$ cat src/sv/infix_to_postfix_converter_defines.svh
// Assertion macros for the converter RTL.
// No dependencies; included by modules that carry assertions.
`ifndef INFIX_TO_POSTFIX_CONVERTER_DEFINES_SVH
`define INFIX_TO_POSTFIX_CONVERTER_DEFINES_SVH

// same-cycle implication, disabled in reset
`define I2P_ASSERT_IMP(lbl, ante, cons, msg) \
  lbl: assert property (@(posedge clk) disable iff (!rst_n) (ante) |-> (cons)) else $error(msg);

// next-cycle implication, disabled in reset
`define I2P_ASSERT_NXT(lbl, ante, cons, msg) \
  lbl: assert property (@(posedge clk) disable iff (!rst_n) (ante) |=> (cons)) else $error(msg);

`endif

$ cat src/sv/i2p_pkg.sv
// Shared constants, types and functions of the infix to postfix converter.
// No dependencies.
package i2p_pkg;

  localparam int STACK_DEPTH = 16;
  localparam int CNT_W       = $clog2(STACK_DEPTH + 1);
  localparam int IDX_W       = $clog2(STACK_DEPTH);

  localparam logic [7:0] CH_END   = 8'h23;  // '#'
  localparam logic [7:0] CH_LPAR  = 8'h28;  // '('
  localparam logic [7:0] CH_RPAR  = 8'h29;  // ')'
  localparam logic [7:0] CH_TIMES = 8'h2A;  // '*'
  localparam logic [7:0] CH_PLUS  = 8'h2B;  // '+'
  localparam logic [7:0] CH_MINUS = 8'h2D;  // '-'
  localparam logic [7:0] CH_DIV   = 8'h2F;  // '/'

  localparam logic [2:0] OP_NONE  = 3'd0;
  localparam logic [2:0] OP_LPAR  = 3'd1;
  localparam logic [2:0] OP_PLUS  = 3'd2;
  localparam logic [2:0] OP_MINUS = 3'd3;
  localparam logic [2:0] OP_TIMES = 3'd4;
  localparam logic [2:0] OP_DIV   = 3'd5;

  localparam logic [2:0] CLS_OPERAND = 3'd0;
  localparam logic [2:0] CLS_LPAR    = 3'd1;
  localparam logic [2:0] CLS_RPAR    = 3'd2;
  localparam logic [2:0] CLS_OPER    = 3'd3;
  localparam logic [2:0] CLS_END     = 3'd4;

  localparam logic [1:0] KIND_SYMBOL    = 2'd0;
  localparam logic [1:0] KIND_END       = 2'd1;
  localparam logic [1:0] KIND_OVERFLOW  = 2'd2;
  localparam logic [1:0] KIND_UNMATCHED = 2'd3;

  typedef struct packed {
    logic [7:0] ch;
    logic [2:0] cls;
    logic [2:0] code;
  } cmd_t;

  function automatic logic [1:0] op_prio(input logic [2:0] code);
    case (code)
      OP_LPAR:          op_prio = 2'd1;
      OP_PLUS, OP_MINUS: op_prio = 2'd2;
      OP_TIMES, OP_DIV: op_prio = 2'd3;
      default:          op_prio = 2'd0;
    endcase
  endfunction

  function automatic logic [7:0] op_char(input logic [2:0] code);
    case (code)
      OP_LPAR:  op_char = CH_LPAR;
      OP_PLUS:  op_char = CH_PLUS;
      OP_MINUS: op_char = CH_MINUS;
      OP_TIMES: op_char = CH_TIMES;
      OP_DIV:   op_char = CH_DIV;
      default:  op_char = 8'd0;
    endcase
  endfunction

endpackage

$ cat src/sv/infix_to_postfix_converter.sv
// Infix to postfix converter top level: front classifier/queue and back stack engine.
// The first result of a request passes through the queue register, then the back end's output register.
// Each popped stack entry takes its own step of the back end, except the matching '(' of ')',
// which pops in the step that retires the request; output stalls hold it; a 2-entry queue decouples.
// Reset: synchronous active-low rst_n empties queue, stack and output register.
module infix_to_postfix_converter (
  input  logic       clk,
  input  logic       rst_n,
  input  logic       in_tvalid,
  output logic       in_tready,
  input  logic [7:0] in_tdata,   // [7:0] in_char
  output logic       out_tvalid,
  input  logic       out_tready,
  output logic [7:0] out_tdata,  // [7:0] out_char
  output logic [1:0] out_tuser,  // [1:0] kind
  output logic       out_tlast
);
  import i2p_pkg::*;

  cmd_t cmd;
  logic cmd_valid, cmd_ready;

  i2p_front u_front (
    .clk       (clk),
    .rst_n     (rst_n),
    .in_tvalid (in_tvalid),
    .in_tready (in_tready),
    .in_tdata  (in_tdata),
    .cmd_valid (cmd_valid),
    .cmd_ready (cmd_ready),
    .cmd       (cmd)
  );

  i2p_back u_back (
    .clk        (clk),
    .rst_n      (rst_n),
    .cmd_valid  (cmd_valid),
    .cmd_ready  (cmd_ready),
    .cmd        (cmd),
    .out_tvalid (out_tvalid),
    .out_tready (out_tready),
    .out_tdata  (out_tdata),
    .out_tuser  (out_tuser),
    .out_tlast  (out_tlast)
  );

endmodule

$ cat src/sv/i2p_front.sv
// Front end: classifies input characters and queues them as commands.
// Depends on i2p_pkg.
module i2p_front (
  input  logic          clk,
  input  logic          rst_n,
  input  logic          in_tvalid,
  output logic          in_tready,
  input  logic [7:0]    in_tdata,   // [7:0] in_char
  output logic          cmd_valid,
  input  logic          cmd_ready,
  output i2p_pkg::cmd_t cmd
);
  import i2p_pkg::*;

  cmd_t       q_r [2];
  logic       wp_r, rp_r;
  logic [1:0] fill_r;
  cmd_t       cls_cmd;
  logic       wr, rd;

  always_comb begin
    cls_cmd.ch   = in_tdata;
    cls_cmd.cls  = CLS_OPERAND;
    cls_cmd.code = OP_NONE;
    unique case (in_tdata)
      CH_END:   cls_cmd.cls = CLS_END;
      CH_RPAR:  cls_cmd.cls = CLS_RPAR;
      CH_LPAR: begin
        cls_cmd.cls  = CLS_LPAR;
        cls_cmd.code = OP_LPAR;
      end
      CH_PLUS: begin
        cls_cmd.cls  = CLS_OPER;
        cls_cmd.code = OP_PLUS;
      end
      CH_MINUS: begin
        cls_cmd.cls  = CLS_OPER;
        cls_cmd.code = OP_MINUS;
      end
      CH_TIMES: begin
        cls_cmd.cls  = CLS_OPER;
        cls_cmd.code = OP_TIMES;
      end
      CH_DIV: begin
        cls_cmd.cls  = CLS_OPER;
        cls_cmd.code = OP_DIV;
      end
      default: cls_cmd.cls = CLS_OPERAND;
    endcase
  end

  assign in_tready = (fill_r != 2'd2);
  assign cmd_valid = (fill_r != 2'd0);
  assign cmd       = q_r[rp_r];
  assign wr        = in_tvalid && in_tready;
  assign rd        = cmd_valid && cmd_ready;

  always_ff @(posedge clk) begin
    if (!rst_n) begin
      wp_r   <= 1'b0;
      rp_r   <= 1'b0;
      fill_r <= 2'd0;
    end else begin
      if (wr) wp_r <= ~wp_r;
      if (rd) rp_r <= ~rp_r;
      if (wr && !rd) fill_r <= fill_r + 2'd1;
      else if (rd && !wr) fill_r <= fill_r - 2'd1;
    end
  end

  always_ff @(posedge clk) begin
    if (wr) q_r[wp_r] <= cls_cmd;
  end

endmodule

$ cat src/sv/i2p_back.sv
// Back end: operator stack sequencer and output register.
// Depends on i2p_pkg and infix_to_postfix_converter_defines.svh.
`include "infix_to_postfix_converter_defines.svh"

module i2p_back (
  input  logic          clk,
  input  logic          rst_n,
  input  logic          cmd_valid,
  output logic          cmd_ready,
  input  i2p_pkg::cmd_t cmd,
  output logic          out_tvalid,
  input  logic          out_tready,
  output logic [7:0]    out_tdata,  // [7:0] out_char
  output logic [1:0]    out_tuser,  // [1:0] kind
  output logic          out_tlast
);
  import i2p_pkg::*;

  // top of stack lives in top_r; stk_r holds the entries below it
  logic [2:0]       stk_r [STACK_DEPTH];
  logic [2:0]       top_r;
  logic [CNT_W-1:0] cnt_r;
  logic             out_valid_r, out_last_r;
  logic [7:0]       out_char_r;
  logic [1:0]       out_kind_r;

  logic [CNT_W-1:0] cnt_m1, cnt_m2;
  logic [2:0]       below;
  logic             empty, full, deep, emit_ok;
  logic             need_emit, done, pop, push, act;
  logic [7:0]       e_char;
  logic [1:0]       e_kind;
  logic             e_last;

  assign cnt_m1  = cnt_r - CNT_W'(1);
  assign cnt_m2  = cnt_r - CNT_W'(2);
  assign below   = stk_r[cnt_m2[IDX_W-1:0]];
  assign empty   = (cnt_r == '0);
  assign full    = (cnt_r == CNT_W'(STACK_DEPTH));
  assign deep    = (cnt_r > CNT_W'(1));
  assign emit_ok = !out_valid_r || out_tready;

  always_comb begin
    need_emit = 1'b0;
    done      = 1'b0;
    pop       = 1'b0;
    push      = 1'b0;
    e_char    = 8'd0;
    e_kind    = KIND_SYMBOL;
    e_last    = 1'b0;
    unique case (cmd.cls)
      CLS_OPERAND: begin
        need_emit = 1'b1;
        e_char    = cmd.ch;
        e_last    = 1'b1;
        done      = 1'b1;
      end
      CLS_LPAR: begin
        done = 1'b1;
        if (full) begin
          need_emit = 1'b1;
          e_kind    = KIND_OVERFLOW;
          e_last    = 1'b1;
        end else begin
          push = 1'b1;
        end
      end
      CLS_OPER: begin
        if (!empty && top_r != OP_LPAR && op_prio(top_r) >= op_prio(cmd.code)) begin
          pop       = 1'b1;
          need_emit = 1'b1;
          e_char    = op_char(top_r);
          e_last    = !(deep && below != OP_LPAR && op_prio(below) >= op_prio(cmd.code));
        end else if (full) begin
          done      = 1'b1;
          need_emit = 1'b1;
          e_kind    = KIND_OVERFLOW;
          e_last    = 1'b1;
        end else begin
          done = 1'b1;
          push = 1'b1;
        end
      end
      CLS_RPAR: begin
        if (empty) begin
          done      = 1'b1;
          need_emit = 1'b1;
          e_kind    = KIND_UNMATCHED;
          e_last    = 1'b1;
        end else if (top_r == OP_LPAR) begin
          done = 1'b1;
          pop  = 1'b1;
        end else begin
          pop       = 1'b1;
          need_emit = 1'b1;
          e_char    = op_char(top_r);
          e_last    = deep && below == OP_LPAR;
        end
      end
      CLS_END: begin
        if (empty) begin
          done      = 1'b1;
          need_emit = 1'b1;
          e_kind    = KIND_END;
          e_last    = 1'b1;
        end else if (top_r == OP_LPAR) begin
          pop = 1'b1;
        end else begin
          pop       = 1'b1;
          need_emit = 1'b1;
          e_char    = op_char(top_r);
        end
      end
      default: done = 1'b1;
    endcase
  end

  assign act       = cmd_valid && (!need_emit || emit_ok);
  assign cmd_ready = act && done;

  always_ff @(posedge clk) begin
    if (!rst_n) begin
      cnt_r       <= '0;
      out_valid_r <= 1'b0;
    end else begin
      if (act && pop) cnt_r <= cnt_m1;
      else if (act && push) cnt_r <= cnt_r + CNT_W'(1);
      if (act && need_emit) out_valid_r <= 1'b1;
      else if (out_tready) out_valid_r <= 1'b0;
    end
  end

  always_ff @(posedge clk) begin
    if (act && pop) top_r <= below;
    if (act && push) begin
      top_r <= cmd.code;
      if (!empty) stk_r[cnt_m1[IDX_W-1:0]] <= top_r;
    end
    if (act && need_emit) begin
      out_char_r <= e_char;
      out_kind_r <= e_kind;
      out_last_r <= e_last;
    end
  end

  assign out_tvalid = out_valid_r;
  assign out_tdata  = out_char_r;
  assign out_tuser  = out_kind_r;
  assign out_tlast  = out_last_r;

  `I2P_ASSERT_IMP(a_cnt_bound, 1'b1, cnt_r <= CNT_W'(STACK_DEPTH), "stack count beyond depth")
  `I2P_ASSERT_NXT(a_end_clears, cmd_ready && cmd.cls == CLS_END, cnt_r == '0, "end left stack")
  `I2P_ASSERT_IMP(a_nonsym_zero, out_valid_r && out_kind_r != KIND_SYMBOL,
                  out_char_r == 8'd0 && out_last_r, "status record malformed")

endmodule
$ cat config.mk
export PLATFORM = sky130hd
export DESIGN_NAME = infix_to_postfix_converter
export DESIGN_NICKNAME = d
export VERILOG_FILES = /design/src/sv/i2p_pkg.sv /design/src/sv/infix_to_postfix_converter.sv /design/src/sv/i2p_front.sv /design/src/sv/i2p_back.sv
export VERILOG_INCLUDE_DIRS = /design/src /design/src/sv
export SDC_FILE = /design/constraint.sdc
export NUM_CORES = 1
export LEC_CHECK = 0
export ABC_CLOCK_PERIOD_IN_PS = 6030
export BUFFER_PORTS_ARGS = -buffer_cell sky130_fd_sc_hd__buf_2
export CAP_MARGIN = 15
export CORE_ASPECT_RATIO = 0.75
export CORE_UTILIZATION = 60
export DETAILED_ROUTE_END_ITERATION = 7
export GPL_TIMING_DRIVEN = 1
export PLACE_DENSITY = 0.81
export REMOVE_ABC_BUFFERS = 1
export SLEW_MARGIN = 5
export SYNTH_ARGS = -nofsm -noshare
export SYNTH_HDL_FRONTEND = slang
export SYNTH_HIERARCHICAL = 1
export SYNTH_SLANG_ARGS = --single-unit
$ cat constraint.sdc
create_clock -name clk -period 6.03 [get_ports clk]
set_input_delay 0.3015 -clock clk [delete_from_list [all_inputs] [get_ports clk]]
set_output_delay 0.3015 -clock clk [all_outputs]
set_load 0.05 [all_outputs]
After elaboration in Yosys (flattened, before gate mapping). Memories as Yosys holds them, arrays and structs flattened. A register that Yosys moved wholly into a read port is not among the register bits. Cells that the tools add are included.

Flip-flop bits (word level): 24. Bits in latches: 0. Memory bits (writable): 76. Bits in read-only memories: 0. Input bits: 12. Output and inout port bits: 13. Logic and storage cells: 143. Memories: 2.

$add $sub $neg: 5. $mul: 0. Div/mod/pow operators: 0. Order comparisons: 3. Equality and inequality tests: 30. Shift operators: 0. Muxes and demuxes: 56. Bitwise logic cells: 2. Reduce and logical (&&, ||, !) cells: 36.

Memories: u_back.stk_r (words 16, bits a word 3, read ports 1, clocked after memory_dff 0, write ports 1, line i2p_back.sv:20) `logic [2:0] stk_r [STACK_DEPTH];`; u_front.q_r (words 2, bits a word 14, read ports 1, clocked after memory_dff 1, write ports 1, line i2p_front.sv:15) `cmd_t q_r [2];`.

Operator list (number): $eq 8x6->1 const B (7); $pmux 6 s5 (1); $eq 3x2->1 const B (8); $mux 1 (24); $mux 8 (3); $pmux 6 s4 (1); $pmux 8 s3 (1); $mux 2 (11); $eq 3x3->1 const B (7); $pmux 2 s3 (3); $pmux 3 s5 (1); $logic_and 1x1->1 (14); $reduce_or 2->1 (7); $eq 3x1->1 const B (4); $pmux 3 s4 (1); $mux 5 (2); $pmux 2 s4 (1); $reduce_bool 2->1 (4); $logic_not 1->1 (6); $mux 3 (2); $ne 3x1->1 const B (2); $add 5x1->5 const B (1); $eq 5x5->1 const B (1); $gt 5x1->1 const B (1); other kinds (15) (19).

Logic depth before layout (Yosys ltp). Gate-level depths: netlist of run 1.

Depth in word-level cells: 16. Gate-level depth with buffers: 18. Depth with buffers taken out: 16.

Modules after synthesis. Netlist of run 1, hierarchy kept.

By module, submodules not included: i2p_back (times used 1, cells each 283, area each 3597.2 µm², sequential area each 1981.9 µm²); i2p_front (times used 1, cells each 85, area each 1340.0 µm², sequential area each 940.9 µm²).

Worst setup path after synthesis of run 1. OpenSTA, ideal clock, no wires.

Path kind: register -> register. From: register with a tool-made name. To: register u_front.fill_r[1]. Setup time: 70 ps. Arrival time: 3693 ps. Required time: 5960 ps. Path slack: 2267 ps. Cell stages (with the launch flop): 17. Path buffers: 2. Clock period less this slack: 3763 ps. Cell sequence: dfxtp_1 > buf_4 > mux2_2 > inv_1 > ha_1 > o21ai_0 > ha_1 > nand2b_1 > a21oi_1 > o41a_1 > o311ai_4 > buf_8 > a21oi_1 > o21ai_0 > ha_1 > or3_1 > a21oi_1.

RTL lines: end signal, assigned (line i2p_front.sv:66) `if (wr && !rd) fill_r <= fill_r + 2'd1;`; end signal, assigned (line i2p_front.sv:67) `else if (rd && !wr) fill_r <= fill_r - 2'd1;`; end, declared (line i2p_front.sv:17) `logic [1:0] fill_r;`.

==> results by group, run 1 <==
Run status
  – Status: complete, no violations

Floorplanning
  – Die height: 80.6 microns
  – Chip Width: 107 microns
  – Die area: 8600 sq um
  – Top-level port count: 25
  – Core area: 7920 sq um
  – Number of cell rows: 28
  – Starting Density: 0.624

Worst setup path
  – Max Fanout on Critical Path: 14
  – Critical Path AT: 4.68 ns
  – Critical Path Source Type: flip-flop
  – Critical path's slowest cell: dfxtp_1
  – Crit path largest cell delay: 0.75 ns
  – Worst path cell trace: mux2_2 -> inv_1 -> ha_1 -> o21ai_0 -> ha_1 -> nand2b_1 -> a21oi_1 -> o41a_1 -> o311ai_4 -> a21oi_1 -> o21ai_0 -> ha_1 -> or3_1 -> a21oi_1
  – CP endpoint kind: flip-flop
  – CP Buf/Inv Count: 1
  – Kind of critical path: flip-flop to flip-flop
  – Top Family by Delay on Critical Path: compound AO/OA/AOI/OAI gates
  – Worst EP required: 6.33 ns

Timing
  – Fin Clk Skew: 0.0132 ns
  – Tightest Pin Transition: 0.971 ns
  – Hold Violations, Final: 0
  – Highest Clock Rate: 0.228 GHz
  – Count of final max-slew check failures: 0
  – Sum Neg Setup Slack: 0 ns
  – Slew margin rel.: 0.348
  – Worst hold slack: 0.137 ns
  – RSZ-0062 raised after global routing: false
  – Final worst slack: 1.64 ns
  – Final setup violation count: 0
  – Crit share post-route: 0.727
  – Final min period: 4.39 ns

Cells and area
  – N_diodes: 0
  – Layout Cells excl Fill: 497
  – Area grow syn2layout: 6.61%
  – # fillers: 586
  – Nets@finish: 417
  – Fraction of layout cells with a size suffix above 1: 0.217

Global routing
  – Initial antenna violation count: 0
  – First-pass GRT wire length: 14.6 mm
  – Gr usage total: 0.232
  – Number of global-route vias before repair: 2883
  – GRT Residual Overflow: 0
  – Pin count of the biggest net entering global routing: 22

Clocking
  – TritonCTS clock tree: yes
  – Clock latency on the worst-skew pair: 0.37 ns
  – Clock Tree Root: clkbuf_8
  – Post-CTS setup buffers: 0
  – Num CTS Buffers: 9
  – H-Tree Depth: 3
  – # hold bufs at CTS: 0
  – TritonCTS Sinks: 101
  – Clock Path Buffers: 2
  – Post_cts resized: 0
  – Worst-path clk slew: 0.10 ns

Pwr
  – Pwr Density: 493 nW/um^2
  – Leakage: 1.82 nW
  – Peak supply drop: 349 uV
  – Design Power: 2.60 mW

Placement
  – DP Cell Count: 482
  – Gpl congestion: 0.831
  – Post-DP HPWL: 6.66 mm
  – IO buf count: 24
  – Setup Slack @ Placement: 1.68 ns

Logic synthesis
  – Most frequent cell after synthesis: edfxtp_1
  – Post-Synthesis Cells: 368
  – Xor and xnor area share after synthesis: 0.0177
  – Share of the synthesized area in the top cell type: 0.547
  – Synth area leader: edfxtp_1
  – Synth Area in Compound Gates: 0.0938
  – Post-Synth Simple-Gate Area: 0.116
  – Post-synth EDFFs: 90
  – Seq/Total Area, Yosys: 0.592
  – Yosys Warn Count: 6
  – Largest family of logic cells by synthesized area: simple AND/OR/NAND/NOR gates
  – Top post-synthesis cells by count: edfxtp_1 (90), nor2_1 (35), nand2_1 (29)
  – Yosys reg bits: 101
  – Synthesized cell area: 4940 sq um
  – Synth Area in Adders: 0.0431
  – Post-synthesis mux area share: 0.101
  – Distinct cells, synth: 60
  – Top_reg_cell synth: edfxtp_1
  – Asr flop ratio synth: 0
  – Syn_area_per_cell: 13.4 sq um
  – Top cells by area, synth: edfxtp_1 (55%), mux4_2 (5.5%), dfxtp_1 (4.5%), ha_1 (4.3%), mux2_2 (3.6%)

Detailed routing
  – Via count: 2985
  – DR pass1 iterations: 5
  – Initial DRC Count: 240
  – Final ANT Viol Nets: 0
  – DR WL/cell: 18.4 microns
  – Via/cell ratio: 6.01
  – Final WL: 9.12 mm
  – DRC: 0

Run
  – Total of max-cap violations: 0

Min path
  – Hold Path Class: primary input to flip-flop
## routing by layer
layer,share of wire,track usage,wire length (microns),vias to the layer above
met5,0,0,0,-
met3,0.052,0.0528,477,11
met2,0.46,0.356,4190,84
met1,0.47,0.326,4330,1465
li1,-,-,-,1425
met4,0.014,0.0795,132,0
## cells in the final DEF (no fill, tap or decap), types with 3 or more instances in the layout
master	count
nor3_1	3
and3_1	3
o21ai_0	10
xnor2_1	5
a211oi_1	5
nor2b_1	6
o31ai_1	3
ha_1	17
edfxtp_1	90
a31oi_1	4
and2_1	5
buf_2	24
a21oi_1	18
a21o_1	4
dfxtp_1	11
a21oi_2	3
nor2_1	35
mux4_2	12
nand2b_1	5
mux2_2	16
or3_1	6
clkinv_4	3
nand2_1	29
mux2i_1	5
nand3_1	3
clkbuf_8	9
inv_1	13
xor2_1	5
## power breakdown
group | switching, mW | total, mW | internal (mW) | leakage (nW)
registers | 0.105 | 1.02 | 0.913 | 0.919
logic | 0.729 | 1.18 | 0.455 | 0.815
clock network | 0.238 | 0.394 | 0.156 | 0.0902
## final cells by class
| class | instances | area (sq um) | share of cell area |
|---|---|---|---|
| timing repair buffer | 25 | 128 | 0.0242 |
| multi-input combinational | 235 | 1840 | 0.349 |
| inverter | 16 | 60.1 | 0.0114 |
| clock inverter | 6 | 61.3 | 0.0116 |
| tap | 105 | 131 | 0.0250 |
| sequential | 101 | 2920 | 0.555 |
| clock buffer | 9 | 124 | 0.0235 |
## registers in the layout, indices dropped and copies added (netlist names), named ones only
name	flops
u_back/out_tlast	1
u_back/stk_r	48
u_back/out_tvalid	1
u_back/out_tdata	8
u_front/rp_r	1
u_front/q_r	28
u_back/cnt_r	5
u_front/fill_r	2
u_back/top_r	3
u_front/wp_r	1
u_back/out_tuser	2
## worst reg2reg max path: cells and delay by family (launching register included)
kind                       cells  cell delay, ns
DFF                            1            0.75
buffers and inverters          1            0.08
muxes                          1            0.43
and+or+nand+nor                2            0.49
adders and majority gates      3            0.75
AOI/OAI and AO/OA              7            1.82
## kinds of logic (layout without fill, tap and decap cells)
kind of cell / count (synthesis) / in the layout
buffers and inverters: 32 / 56
flip-flops: 101 / 101
multiplexers: 33 / 33
AO/OA/AOI/OAI: 65 / 65
adder cells (fa/ha/maj): 17 / 17
AND/OR/NAND/NOR: 110 / 110
XOR/XNOR: 10 / 10
## worst paths after layout
| check | cells after the start | to | start | slack (ns) |
|---|---|---|---|---|
| setup / recovery | 14 | u_front/fill_r[1]$_SDFFE_PN0P_ | flip-flop | 1.64 |
| hold / removal | 1 | u_front/q_r[1][10]$_DFFE_PP_ | in_tdata[4] | 0.14 |
| setup reg to reg | 14 | u_front/fill_r[1]$_SDFFE_PN0P_ | flip-flop | 1.64 |
| hold reg to reg | 2 | u_front/rp_r$_SDFFE_PN0P_ | u_front/rp_r$_SDFFE_PN0P_ | 0.53 |
## stage by stage
step / util / instance area, sq um
2_1_floorplan: - / 4820
3_3_place_gp: 0.641 / 5080
3_5_place_dp: 0.641 / 5080
4_1_cts: 0.665 / 5260
5_1_grt: 0.665 / 5260
6_report: 0.665 / 5260
(Power assumes the default switching activity.)
==> run 2: changes to the inputs <==
ABC_CLOCK_PERIOD_IN_PS = 3800   (was 6030)
CORE_UTILIZATION = 55   (was 60)
PLACE_DENSITY = 0.79   (was 0.81)
clock period = 3.8 ns   (was 6.03 ns; I/O delays follow)
==> run 2 against run 1 <==
  * The run now ends with design-rule violations left
  * Total power is 75% higher
  * Fmax rose by 20%
  * Die area up 8.9%
  * Non-clock buffer count rose by 10
  * Sequential power increased by 49%
  * Clock power grew 130%
  * Critical path depth fell by 3
  * Combinational power rose by 77%
  * Clock-buffer cell count stayed put
  * Worst setup slack worse by 1.5 ns
  * Via count up 4.7%
==> results by group, run 2 (synthesis results as in run 1) <==
Run status
  – Status: finished with violations
  – Failing checks: design-rule violations

Timing
  – Worst hold slack: 0.0538 ns
  – Final setup violation count: 0
  – Crit share post-route: 0.962
  – Final min period: 3.66 ns
  – RSZ-0062 raised after global routing: false
  – Hold Violations, Final: 0
  – Highest Clock Rate: 0.274 GHz
  – Count of final max-slew check failures: 0
  – Fin Clk Skew: 0.00875 ns
  – Slew margin rel.: 0.362
  – Tightest Pin Transition: 0.950 ns

Detailed routing
  – Final ANT Viol Nets: 0
  – Initial DRC Count: 266
  – DR WL/cell: 18.5 microns
  – Via count: 3124
  – Via/cell ratio: 6.11
  – Final WL: 9.45 mm
  – DR pass1 iterations: 7
  – DRC: 7

Worst setup path
  – Internal reg-to-reg setup slack: 0.14 ns
  – Critical Path AT: 3.68 ns
  – Worst-case reg-to-reg path depth: 11
  – Max Fanout on Critical Path: 12
  – Kind of critical path: flip-flop to flip-flop
  – Critical Path Source Type: flip-flop
  – Worst EP required: 3.82 ns
  – CP endpoint kind: flip-flop

Pwr
  – Pwr Density: 830 nW/um^2
  – Design Power: 4.54 mW
  – Peak supply drop: 348 uV
  – Leakage: 1.93 nW

Clocking
  – Clock Tree Root: clkbuf_16
  – TritonCTS clock tree: yes
  – Worst-path clk slew: 0.07 ns
  – Post-CTS setup buffers: 0
  – H-Tree Depth: 3
  – Num CTS Buffers: 9
  – Clock latency on the worst-skew pair: 0.35 ns
  – TritonCTS Sinks: 101
  – Clock Path Buffers: 2
  – # hold bufs at CTS: 0

Run
  – Total of max-cap violations: 0

Floorplanning
  – Chip Width: 111 microns
  – Top-level port count: 25
  – Die height: 84.1 microns
  – Core area: 8600 sq um
  – Die area: 9360 sq um
  – Starting Density: 0.574
  – Number of cell rows: 29

Min path
  – Hold Path Class: primary input to flip-flop
  – Worst hold path cell count: 1

Cells and area
  – Max reg flops: 48
  – Layout Cells excl Fill: 511
  – N_diodes: 0
  – Most frequent cells in the layout: edfxtp_1 (90), nor2_1 (35), nand2_1 (29)
  – Fraction of layout cells with a size suffix above 1: 0.238
  – Most common cell after layout, fill and taps aside: edfxtp_1
  – Core Util, Final: 0.636
  – Nets@finish: 427
  – Register area: 2920 sq um
  – # fillers: 601
  – Area of the multi-input gates: 1840 sq um
  – Area grow syn2layout: 10.8%

Global routing
  – Gr usage total: 0.215
  – Pin count of the biggest net entering global routing: 19
  – First-pass GRT wire length: 15.0 mm
  – GRT Residual Overflow: 0
  – Initial antenna violation count: 0
  – Number of global-route vias before repair: 2887

Placement
  – IO buf count: 24
  – Post-DP HPWL: 6.61 mm
  – DP Cell Count: 495
  – Gpl congestion: 0.828
==> run 2: cell count changes in the layout (fill, tap and decap cells not counted) <==
cell,previous run,this run
clkinv_1,1,2
clkinv_4,3,1
inv_6,0,2
clkbuf_8,9,0
buf_4,1,11
a21oi_2,3,4
clkbuf_16,0,9
bufinv_16,0,1
inv_8,1,0
a21oi_1,18,17
==> run 2: critical path, cell delays in order (launching register included) <==
cell,delay (ns)
dfxtp_1,0.36
mux2_2,0.37
ha_1,0.32
o21ai_0,0.29
ha_1,0.29
nand2b_1,0.17
a21oi_2,0.24
o41a_1,0.29
o311ai_4,0.11
buf_4,0.20
or3_1,0.45
nor2_1,0.26
==> run 2: final cells by class <==
class | count | area share
Timing Repair Buffer | 35 | 0.0371
Clock inverter | 7 | 0.0153
Sequential cell | 101 | 0.534
Clock buffer | 9 | 0.0412
Inverter | 16 | 0.0110
Tap cell | 108 | 0.0247
Multi-Input combinational cell | 235 | 0.336
==> run 2: power breakdown <==
part / internal, mW / leakage (nW) / total [mW] / switching [mW]
registers: 1.45 / 0.919 / 1.52 / 0.0748
clock network: 0.519 / 0.147 / 0.923 / 0.404
logic: 0.790 / 0.865 / 2.09 / 1.30
total: 2.76 / 1.93 / 4.54 / 1.78
==> run 2: timing repair <==
action	4_1_cts	5_1_grt
setup endpoints to repair	0	49
gates resized for setup	0	1
hold endpoints to repair	0	0
==> run 2: metrics by stage <==
stage	setup WS (ns)	TNS, ns	area, sq um
global route	0.00826	0	5470
global placement	0.245	0	5160
detailed placement	0.115	0	5160
finish	0.144	0	5470
CTS	0.107	0	5470
floorplan	-0.0295	-0.0295	4820
==> run 2: path summary, 6_finish.rpt <==
kind / from / end
hold / removal: in_tdata[6] / u_front/q_r[1][12]$_DFFE_PP_
setup reg to reg: flip-flop / u_back/stk_r[4][1]$_DFFE_PP_
hold reg to reg: u_front/rp_r$_SDFFE_PN0P_ / u_front/rp_r$_SDFFE_PN0P_
setup / recovery: flip-flop / u_back/stk_r[4][1]$_DFFE_PP_
==> run 2: layer usage <==
metal	part of all wire	GRT usage	vias up
met4	0.015	0.0835	0
met1	0.47	0.315	1541
met5	0	0	-
li1	-	-	1445
met3	0.070	0.0501	13
met2	0.45	0.312	125
==> run 3: changes to the inputs <==
PLACE_DENSITY = 0.87   (was 0.79)
SKIP_LAST_GASP = 1   (was default)
TNS_END_PERCENT = 10   (was default)
==> run 3 against run 2 <==
  * The flow still finishes with violations (design-rule violations)
  * Critical path depth up 1
  * Sequential power about the same
  * Total power down 1.2%
  * Routed wire length down 1.3%
  * Register-to-register slack better by 0.09 ns
  * Highest routed layer unchanged
==> results by group, run 3 (synthesis results as in run 1) <==
Run status
  – Status: finished with violations
  – Failing checks: design-rule violations

Worst setup path
  – Max Fanout on Critical Path: 12
  – Critical Path Source Type: flip-flop
  – Kind of critical path: flip-flop to flip-flop
  – CP endpoint kind: flip-flop
  – Worst EP required: 3.83 ns
  – Critical Path AT: 3.60 ns

Run
  – Total of max-cap violations: 0

Global routing
  – GRT Residual Overflow: 0
  – Gr usage total: 0.217
  – First-pass GRT wire length: 15.1 mm
  – Initial antenna violation count: 0
  – Number of global-route vias before repair: 3002
  – Pin count of the biggest net entering global routing: 19

Clocking
  – H-Tree Depth: 3
  – Clock latency on the worst-skew pair: 0.35 ns
  – Worst-path clk slew: 0.07 ns
  – Num CTS Buffers: 9
  – TritonCTS clock tree: yes
  – TritonCTS Sinks: 101
  – Clock Tree Root: clkbuf_16
  – Clock Path Buffers: 2

Pwr
  – Peak supply drop: 395 uV
  – Pwr Density: 822 nW/um^2
  – Leakage: 1.93 nW

Cells and area
  – Area grow syn2layout: 10.6%
  – Max reg flops: 48
  – N_diodes: 0
  – Most frequent cells in the layout: edfxtp_1 (90), nor2_1 (35), nand2_1 (29)
  – Nets@finish: 429
  – Fraction of layout cells with a size suffix above 1: 0.240
  – Area of the multi-input gates: 1840 sq um
  – Design Area, Final: 5460 sq um
  – # fillers: 600
  – Register area: 2920 sq um
  – Most common cell after layout, fill and taps aside: edfxtp_1

Detailed routing
  – DR pass1 iterations: 7
  – DRC: 4
  – Final ANT Viol Nets: 0
  – Initial DRC Count: 222
  – DR WL/cell: 18.2 microns
  – Via count: 3080
  – Final WL: 9.33 mm
  – Via/cell ratio: 6.00

Timing
  – Worst hold slack: 0.0490 ns
  – Fin Clk Skew: 0.00739 ns
  – Hold Violations, Final: 0
  – Final min period: 3.57 ns
  – Final setup violation count: 0
  – Count of final max-slew check failures: 0
  – Crit share post-route: 0.939
  – Tightest Pin Transition: 0.951 ns
  – RSZ-0062 raised after global routing: false
  – Slew margin rel.: 0.361
  – Highest Clock Rate: 0.280 GHz

Floorplanning
  – Number of cell rows: 29
  – Die height: 84.1 microns
  – Starting Density: 0.574
  – Core area: 8600 sq um
  – Top-level port count: 25
  – Die area: 9360 sq um
  – Chip Width: 111 microns

Placement
  – Gpl congestion: 0.930
  – Area of placed instances: 5160 sq um
  – Post-DP HPWL: 6.53 mm
  – IO buf count: 24

Min path
  – Hold Path Class: primary input to flip-flop
[run 3: layout make-up]
cell class	instances	share of cell area
clock buffer	12	0.0451
clock inverter	4	0.00687
inverter	16	0.0110
multi-input combinational	235	0.337
sequential	101	0.535
tap	108	0.0247
timing repair buffer	37	0.0399
[run 3: timing repair]
item                                    CTS  global route
setup buffers                             0             1
endpoints found under the setup margin    0            47
hold buffers                              0             0
resized for setup                         0             2
[run 3: report_power, final]
part | internal [mW] | switching, mW
clock | 0.474 | 0.400
combinational | 0.799 | 1.28
sequential | 1.45 | 0.0870
total | 2.72 | 1.76
[run 3: final timing paths]
path	start	end	slack (ns)	cells past startpoint
setup reg to reg	flip-flop	u_back/stk_r[11][2]$_DFFE_PP_	0.23	12
setup / recovery	flip-flop	u_back/stk_r[11][2]$_DFFE_PP_	0.23	12
hold reg to reg	u_front/rp_r$_SDFFE_PN0P_	u_front/rp_r$_SDFFE_PN0P_	0.52	2
hold / removal	in_tdata[5]	u_front/q_r[0][11]$_DFFE_PP_	0.05	1
[run 3: critical path, stage by stage, from the launching register on]
cell and delay [ns]:
dfxtp_1 0.40, mux2_2 0.37, inv_1 0.08, ha_1 0.27, o21ai_2 0.18, ha_1 0.24, nand2b_1 0.16, a21oi_1 0.22
o41a_1 0.27, o311ai_4 0.11, buf_4 0.20, or3_1 0.45, nor2_1 0.28
[run 3: metrics by stage]
stage / worst slack (ns) / util / setup TNS [ns] / std cells / total power, mW
after floorplan: -0.0295 / - / -0.0295 / 352 / 3.05
after global placement: 0.338 / 0.601 / 0 / 496 / 3.52
after detailed placement: 0.150 / 0.601 / 0 / 496 / 3.60
after CTS: 0.111 / 0.634 / 0 / 512 / 4.47
after global routing: 0.0433 / 0.635 / 0 / 513 / 4.74
final: 0.231 / 0.635 / 0 / 513 / 4.49
[run 3: layer usage]
| layer | routed length [microns] | vias to the layer above | track usage |
|---|---|---|---|
| li1 | - | 1440 | - |
| met1 | 4260 | 1506 | 0.301 |
| met2 | 4300 | 119 | 0.332 |
| met3 | 622 | 15 | 0.0494 |
| met4 | 155 | 0 | 0.0909 |
| met5 | 0 | - | 0 |
